## src/rhms_pkg.sv

```systemverilog
`timescale 1ns / 1ps
// ----------------------------------------------------------------------------
// rhms_pkg
// Shared constants and types for the ROM header map scoring block.
// ----------------------------------------------------------------------------
package rhms_pkg;

    // header window layout
    localparam logic [6:0] OFS_CODE_END   = 7'h06;
    localparam logic [6:0] OFS_TITLE      = 7'h10;
    localparam logic [6:0] OFS_TITLE_END  = 7'h24;
    localparam logic [6:0] OFS_MAP_MODE   = 7'h25;
    localparam logic [6:0] OFS_SIZE       = 7'h27;
    localparam logic [6:0] OFS_MAKER      = 7'h2A;
    localparam logic [6:0] OFS_CSUM_FIRST = 7'h2C;
    localparam logic [6:0] OFS_CSUM_LAST  = 7'h2F;
    localparam logic [6:0] OFS_RESET_HI   = 7'h4D;
    localparam logic [6:0] WINDOW_LEN     = 7'd80;

    localparam logic [7:0]  MAKER_ID      = 8'h33;
    localparam logic [7:0]  SIZE_LIMIT    = 8'd13;
    localparam logic [7:0]  PRINT_LO      = 8'd32;
    localparam logic [7:0]  PRINT_HI      = 8'd126;
    localparam logic [3:0]  MAP_NIB_LIMIT = 4'd4;
    localparam logic [16:0] CSUM_MATCH    = 17'h0FFFF;

    // single test flag bits
    localparam int FLAG_MAKER = 0;
    localparam int FLAG_MAP   = 1;
    localparam int FLAG_RESET = 2;
    localparam int FLAG_SIZE  = 3;

    // stream widths
    localparam int S_TDATA_W = 16;
    localparam int M_TDATA_W = 16;

    typedef logic signed [3:0] t_score;

    // byte update sent to one window tracker
    typedef struct packed {
        logic       take;
        logic       flush;
        logic [6:0] ofs;
        logic [7:0] value;
    } t_byte_upd;

    function automatic logic is_printable(input logic [7:0] v);
        is_printable = (v >= PRINT_LO) && (v <= PRINT_HI);
    endfunction

endpackage

```

## src/rhms_window.sv

```systemverilog
`timescale 1ns / 1ps
// ----------------------------------------------------------------------------
// rhms_window
// Header state of one map window: checksum field, test flags, text flags,
// and the window score taken from the state after the current byte.
// ----------------------------------------------------------------------------
module rhms_window (
    input  logic               i_clk,
    input  logic               i_rst_n,
    input  rhms_pkg::t_byte_upd i_upd,
    output rhms_pkg::t_score   o_score
);

    logic [7:0] r_csum [4];
    logic [7:0] n_csum [4];
    logic [3:0] r_flags, n_flags;
    logic [1:0] r_print, n_print;
    logic [6:0] w_csum_diff;
    logic [16:0] w_csum_total;
    logic signed [4:0] w_sum;

    assign w_csum_diff = i_upd.ofs - rhms_pkg::OFS_CSUM_FIRST;

    always_comb begin
        for (int i = 0; i < 4; i++) begin
            n_csum[i] = r_csum[i];
        end
        n_flags = r_flags;
        n_print = r_print;
        if (i_upd.take && (i_upd.ofs < rhms_pkg::WINDOW_LEN)) begin
            if (!rhms_pkg::is_printable(i_upd.value)) begin
                if (i_upd.ofs < rhms_pkg::OFS_CODE_END) begin
                    n_print[0] = 1'b0;
                end
                if ((i_upd.ofs >= rhms_pkg::OFS_TITLE) &&
                    (i_upd.ofs < rhms_pkg::OFS_TITLE_END)) begin
                    n_print[1] = 1'b0;
                end
            end
            if ((i_upd.ofs >= rhms_pkg::OFS_CSUM_FIRST) &&
                (i_upd.ofs <= rhms_pkg::OFS_CSUM_LAST)) begin
                n_csum[w_csum_diff[1:0]] = i_upd.value;
            end
            if (i_upd.ofs == rhms_pkg::OFS_MAKER) begin
                n_flags[rhms_pkg::FLAG_MAKER] = (i_upd.value == rhms_pkg::MAKER_ID);
            end
            if (i_upd.ofs == rhms_pkg::OFS_MAP_MODE) begin
                n_flags[rhms_pkg::FLAG_MAP] = (i_upd.value[3:0] < rhms_pkg::MAP_NIB_LIMIT);
            end
            if (i_upd.ofs == rhms_pkg::OFS_RESET_HI) begin
                n_flags[rhms_pkg::FLAG_RESET] = ~i_upd.value[7];
            end
            if (i_upd.ofs == rhms_pkg::OFS_SIZE) begin
                n_flags[rhms_pkg::FLAG_SIZE] = (i_upd.value >= rhms_pkg::SIZE_LIMIT);
            end
        end
    end

    // complement + checksum, each little endian
    assign w_csum_total = {1'b0, n_csum[1], n_csum[0]} + {1'b0, n_csum[3], n_csum[2]};

    always_comb begin
        w_sum = 5'sd0;
        if (w_csum_total == rhms_pkg::CSUM_MATCH) w_sum = w_sum + 5'sd2;
        if (n_flags[rhms_pkg::FLAG_MAKER])        w_sum = w_sum + 5'sd2;
        if (n_flags[rhms_pkg::FLAG_MAP])          w_sum = w_sum + 5'sd2;
        if (n_flags[rhms_pkg::FLAG_RESET])        w_sum = w_sum - 5'sd4;
        if (n_flags[rhms_pkg::FLAG_SIZE])         w_sum = w_sum - 5'sd1;
        if (!n_print[0])                          w_sum = w_sum - 5'sd1;
        if (!n_print[1])                          w_sum = w_sum - 5'sd1;
    end

    assign o_score = w_sum[3:0];

    // drop all state after the final byte so the next header pair starts fresh
    always_ff @(posedge i_clk) begin
        if (!i_rst_n || i_upd.flush) begin
            for (int i = 0; i < 4; i++) begin
                r_csum[i] <= '0;
            end
            r_flags <= '0;
            r_print <= '1;
        end else begin
            for (int i = 0; i < 4; i++) begin
                r_csum[i] <= n_csum[i];
            end
            r_flags <= n_flags;
            r_print <= n_print;
        end
    end

endmodule

```

## src/rom_header_map_score_core.sv

```systemverilog
`timescale 1ns / 1ps
// ----------------------------------------------------------------------------
// rom_header_map_score_core
// Scores a low-map and a high-map cartridge header window and picks the map.
// ----------------------------------------------------------------------------
// Takes one header byte per cycle unless a final byte stalls. Each item
// goes into an input register and updates its window's state as it leaves
// it; an item with tlast loads the result register with both scores and the
// verdict, so a result follows its final byte through the input and result
// registers. The only stall is a final byte meeting a result that the sink
// has not yet taken; both windows reset their state after every final byte.
module rom_header_map_score_core (
    input  logic        i_clk,
    input  logic        i_rst_n,
    input  logic        s_axis_tvalid,
    output logic        s_axis_tready,
    // [6:0] byte_offset, [14:7] byte_value, [15] zero
    input  logic [rhms_pkg::S_TDATA_W-1:0] s_axis_tdata,
    // [0] candidate
    input  logic        s_axis_tuser,
    input  logic        s_axis_tlast,
    output logic        m_axis_tvalid,
    input  logic        m_axis_tready,
    // [3:0] low_map_score, [7:4] high_map_score, [8] is_high_map, [15:9] zero
    output logic [rhms_pkg::M_TDATA_W-1:0] m_axis_tdata
);

    logic       r_in_valid;
    logic       r_in_cand;
    logic       r_in_last;
    logic [6:0] r_in_ofs;
    logic [7:0] r_in_val;

    logic       r_out_valid;
    rhms_pkg::t_score r_out_lo, r_out_hi;
    logic       r_out_high;

    logic       w_advance;
    rhms_pkg::t_byte_upd w_upd_lo, w_upd_hi;
    rhms_pkg::t_score    w_score_lo, w_score_hi;

    // a final byte waits only while the result register is still full and not being taken
    assign w_advance     = r_in_valid && (!r_in_last || !r_out_valid || m_axis_tready);
    assign s_axis_tready = !r_in_valid || w_advance;

    always_ff @(posedge i_clk) begin
        if (!i_rst_n) begin
            r_in_valid <= 1'b0;
        end else if (s_axis_tready) begin
            r_in_valid <= s_axis_tvalid;
        end
    end

    always_ff @(posedge i_clk) begin
        if (s_axis_tvalid && s_axis_tready) begin
            r_in_cand <= s_axis_tuser;
            r_in_last <= s_axis_tlast;
            r_in_ofs  <= s_axis_tdata[6:0];
            r_in_val  <= s_axis_tdata[14:7];
        end
    end

    always_comb begin
        w_upd_lo.take  = w_advance && !r_in_cand;
        w_upd_lo.flush = w_advance && r_in_last;
        w_upd_lo.ofs   = r_in_ofs;
        w_upd_lo.value = r_in_val;
        w_upd_hi.take  = w_advance && r_in_cand;
        w_upd_hi.flush = w_advance && r_in_last;
        w_upd_hi.ofs   = r_in_ofs;
        w_upd_hi.value = r_in_val;
    end

    rhms_window u_win_lo (
        .i_clk   (i_clk),
        .i_rst_n (i_rst_n),
        .i_upd   (w_upd_lo),
        .o_score (w_score_lo)
    );

    rhms_window u_win_hi (
        .i_clk   (i_clk),
        .i_rst_n (i_rst_n),
        .i_upd   (w_upd_hi),
        .o_score (w_score_hi)
    );

    always_ff @(posedge i_clk) begin
        if (!i_rst_n) begin
            r_out_valid <= 1'b0;
        end else if (w_advance && r_in_last) begin
            r_out_valid <= 1'b1;
        end else if (m_axis_tready) begin
            r_out_valid <= 1'b0;
        end
    end

    always_ff @(posedge i_clk) begin
        if (w_advance && r_in_last) begin
            r_out_lo   <= w_score_lo;
            r_out_hi   <= w_score_hi;
            r_out_high <= (w_score_hi > w_score_lo);
        end
    end

    assign m_axis_tvalid = r_out_valid;
    assign m_axis_tdata  = {7'd0, r_out_high, r_out_hi, r_out_lo};

    // a result only follows a final byte leaving the input register
    a_result_from_last: assert property (@(posedge i_clk) disable iff (!i_rst_n)
        $rose(r_out_valid) |-> $past(r_in_valid && r_in_last))
        else $error("result appeared without a final byte");

    // verdict agrees with the two scores it carries
    a_verdict: assert property (@(posedge i_clk) disable iff (!i_rst_n)
        r_out_valid |-> (r_out_high == (r_out_hi > r_out_lo)))
        else $error("map verdict does not match scores");

    // a held final byte must not be overwritten
    a_stage_hold: assert property (@(posedge i_clk) disable iff (!i_rst_n)
        (r_in_valid && !w_advance) |=> (r_in_valid && $stable(r_in_ofs)
                                        && $stable(r_in_last) && $stable(r_in_cand)))
        else $error("stalled input stage lost its item");

    // a pending result is never replaced before the sink takes it
    a_no_overwrite: assert property (@(posedge i_clk) disable iff (!i_rst_n)
        (r_out_valid && !m_axis_tready) |-> !(w_advance && r_in_last))
        else $error("result register overwritten");

endmodule

```

## config.mk

```make
export PLATFORM = sky130hd
export DESIGN_NAME = rom_header_map_score_core
export DESIGN_NICKNAME = d
export VERILOG_FILES = /design/src/rhms_pkg.sv /design/src/rhms_window.sv /design/src/rom_header_map_score_core.sv
export SDC_FILE = /design/constraint.sdc
export NUM_CORES = 1
export LEC_CHECK = 0
export BUFFER_PORTS_ARGS = -buffer_cell sky130_fd_sc_hd__buf_2
export CELL_PAD_IN_SITES_DETAIL_PLACEMENT = 2
export CELL_PAD_IN_SITES_GLOBAL_PLACEMENT = 2
export CORE_MARGIN = 2
export CORE_UTILIZATION = 43
export DETAILED_ROUTE_END_ITERATION = 10
export MAX_ROUTING_LAYER = met4
export PLACE_DENSITY_LB_ADDON = 0.15
export SYNTH_ARGS = -nofsm -noshare
export SYNTH_HDL_FRONTEND = slang
export SYNTH_SLANG_ARGS = --single-unit
```

## constraint.sdc

```tcl
create_clock -name i_clk -period 18.55 [get_ports i_clk]
set_input_delay 1.855 -clock i_clk [delete_from_list [all_inputs] [get_ports i_clk]]
set_output_delay 1.855 -clock i_clk [all_outputs]
set_load 0.05 [all_outputs]
```

==> results.sh <==
export IMPL_cts_setup_buffers=0
export IMPL_antenna_found_initial=0
export IMPL_cp_required_ps=18650
export IMPL_maxSlewHeadroom=0.434
export IMPL_chipWidth_um=124
export IMPL_layoutNonFillerInstCount=822
export IMPL_clock_latency_ps=370
export IMPL_path_max_fanout=9
export IMPL_drtAntennaViolNets=0
export IMPL_clock_sinks=104
export IMPL_crit_end="r_out_high"
export IMPL_nNetsFinal=709
export IMPL_start_kind="primary input"
export IMPL_drc_errors=0
export IMPL_grt_usage=0.242
export IMPL_fmax_mhz=108
export IMPL_dr_pass1_iters=5
export IMPL_drive_above_1_share=0.193
export IMPL_ys_warn_count=0
export IMPL_tightest_slew_ps=828
export IMPL_finalSetupTns_ps=0
export IMPL_grt_max_degree=70
export IMPL_crit_cells=28
export IMPL_r2r_end="r_out_high"
export IMPL_min_path_type="reg2reg"
export IMPL_path_common_cell="ha_1"
export IMPL_synth_cell_type_count=62
export IMPL_holdBufCountCts=0
export IMPL_max_cap_violations=0
export IMPL_finalCriticalPeriod_ps=9290
export IMPL_synth_edf_count=26
export IMPL_core_area_mm2=0.0140
export IMPL_cts_buffers=9
export IMPL_critPathKind="in2reg"
export IMPL_async_flop_share=0
export IMPL_status="complete, no violations"
export IMPL_rsz0062_at_grt="no"
export IMPL_synth_area_mm2=0.00618
export IMPL_h_tree_depth=3
export IMPL_syn2layout_area_growth_pct=9.39
export IMPL_clockBufferDepth=2
export IMPL_r2r_start="r_in_ofs[5]"
export IMPL_yosysTopAreaCellShare=0.253
export IMPL_yosysTopAreaCell="dfxtp_1"
export IMPL_power_density_mw_per_mm2=67.9
export IMPL_final_hold_violation_count=0
export IMPL_crit_path_max_incr_delay_ps=770
export IMPL_endpoint_kind="register"
export IMPL_synth_most_common_cell="dfxtp_1"
export IMPL_dp_cells=806
export IMPL_totalWireLength_mm=16.8
export IMPL_clockRootBuffer="clkbuf_16"
export IMPL_vias=4611
export IMPL_synth_common_cells="78 x dfxtp_1, 68 x and2_1, 64 x mux2_2"
export IMPL_grt_overflow=0
export IMPL_min_delay_start="m_axis_tvalid"
export IMPL_synthTopCellsByArea="dfxtp_1 25%, edfxtp_1 13%, mux2_2 12%, ha_1 9.3%, and2_1 6.9%"
export IMPL_p_leak_nw=2.93
export IMPL_critPathSlowestCell="or3b_2"
export IMPL_whs_path_depth=2
export IMPL_path_clk_slew_ps=70
export IMPL_row_count=43
export IMPL_die_area_mm2=0.0154
export IMPL_post_synth_cell_area_avg_um2=10.0
export IMPL_viasPerCell=5.61
export IMPL_vdd_drop_max_v=0.0000600
export IMPL_final_period_utilization=0.501
export IMPL_crit_buf_inv=1
export IMPL_cts_resized=0
export IMPL_finClkSkew_ps=11.2
export IMPL_numPortBuffers=31
export IMPL_rrSetupSlack_ps=10180
export IMPL_ys_ff_latch=104
export IMPL_postSynthCellCount=616
export IMPL_gp_congestion=0.786
export IMPL_cp_startpoint="m_axis_tready"
export IMPL_crit_family="simple AND/OR/NAND/NOR gates"
export IMPL_grt_pass1_wl_mm=27.2
export IMPL_antennaDiodeCount=0
export IMPL_hpwl_mm=12.3
export IMPL_initial_utilization=0.442
export IMPL_cts_tree="yes"
export IMPL_drv_slew=0
export IMPL_r2r_cells=27
export IMPL_wl_per_cell_um=20.5
export IMPL_cp_arrival_ps=9390
export IMPL_ys_seq_area_frac=0.379
export IMPL_finalSetupViolations=0
export IMPL_io_pins=40
export IMPL_drt_iter0_drc=234
export IMPL_grt_pass1_vias=5150
export IMPL_synth_main_ff_cell="dfxtp_1"
export IMPL_die_h_um=124
-- per-stage QoR --
stage / total power [mW] / util / hold slack (ps) / setup WS (ps) / cell area (um^2)
2_1_floorplan: 0.260 / - / 496 / 10290 / 6210
3_3_place_gp: 0.266 / 0.462 / 543 / 9280 / 6470
3_5_place_dp: 0.267 / 0.462 / 571 / 8980 / 6470
4_1_cts: 0.464 / 0.484 / 581 / 9280 / 6760
5_1_grt: 0.476 / 0.484 / 608 / 8810 / 6760
6_report: 0.459 / 0.484 / 579 / 9260 / 6760
-- flip-flops by register name, indices dropped and copies added (netlist names), 2 cells and up --
name	flops
u_win_hi.r_csum	32
u_win_lo.r_csum	32
r_in_val	8
r_in_ofs	7
r_out_hi	4
r_out_lo	4
u_win_hi.r_flags	4
u_win_lo.r_flags	4
u_win_hi.r_print	2
u_win_lo.r_print	2
-- power by group --
part	internal [mW]	switching, mW	leakage (nW)
sequential	0.235	0.00587	0.880
combinational	0.00575	0.0153	1.90
clock	0.106	0.0911	0.145
-- layout by cell type, fill, tap and decap left out, types with 15 or more instances in the layout --
cell type   n
nor2_1     24
nand2_1    41
mux2_2     64
a21oi_1    22
ha_1       46
inv_1      18
and2_1     69
dfxtp_1    78
xnor2_1    25
o21ai_0    15
buf_2      31
edfxtp_1   26
-- worst min-delay path by stage --
stage,to,slack (ps)
3_3_place_gp,m_axis_tvalid,540
3_5_place_dp,m_axis_tvalid,570
2_1_floorplan,u_win_hi.r_flags[0],500
6_report,m_axis_tvalid,580
5_1_grt,u_win_hi.r_flags[0],610
4_1_cts,m_axis_tvalid,580
-- worst reg2reg max path, delay by kind of cell (launching register included) --
family                     cells  cell delay, ps
and+or+nand+nor               10            3150
AOI/OAI and AO/OA              8            2100
adders and majority gates      5            1480
xor gates and xnor gates       3             590
DFF                            1             440
muxes                          1             350
-- layer usage --
layer,GRT usage,share of wire,up-vias
met2,0.459,0.55,51
met4,0.0674,0.019,0
met5,-,0,-
met1,0.253,0.41,2321
met3,0.0499,0.019,24
li1,-,-,2215
-- final cells by class --
class | instances | area, um^2
clock buffer | 10 | 229
clock inverter | 6 | 68.8
fill | 1464 | 7220
inverter | 18 | 67.6
multi-input combinational | 470 | 3650
sequential | 104 | 2340
tap | 180 | 225
timing repair buffer | 34 | 178
-- kinds of logic (layout without fill, tap and decap cells) --
kind of cell    count (synthesis)  after routing  share of synthesized area
xor+xnor                       34             34                     0.0550
mux                            74             74                      0.134
other cells                     1              7                   0.000606
simple gates                  214            214                      0.196
fa+ha+maj                      50             50                      0.106
flops                         104            104                      0.379
buf+inv                        48             68                     0.0340
compound gates                 91             91                     0.0959
No activity file was read; power rests on OpenSTA's default activity.
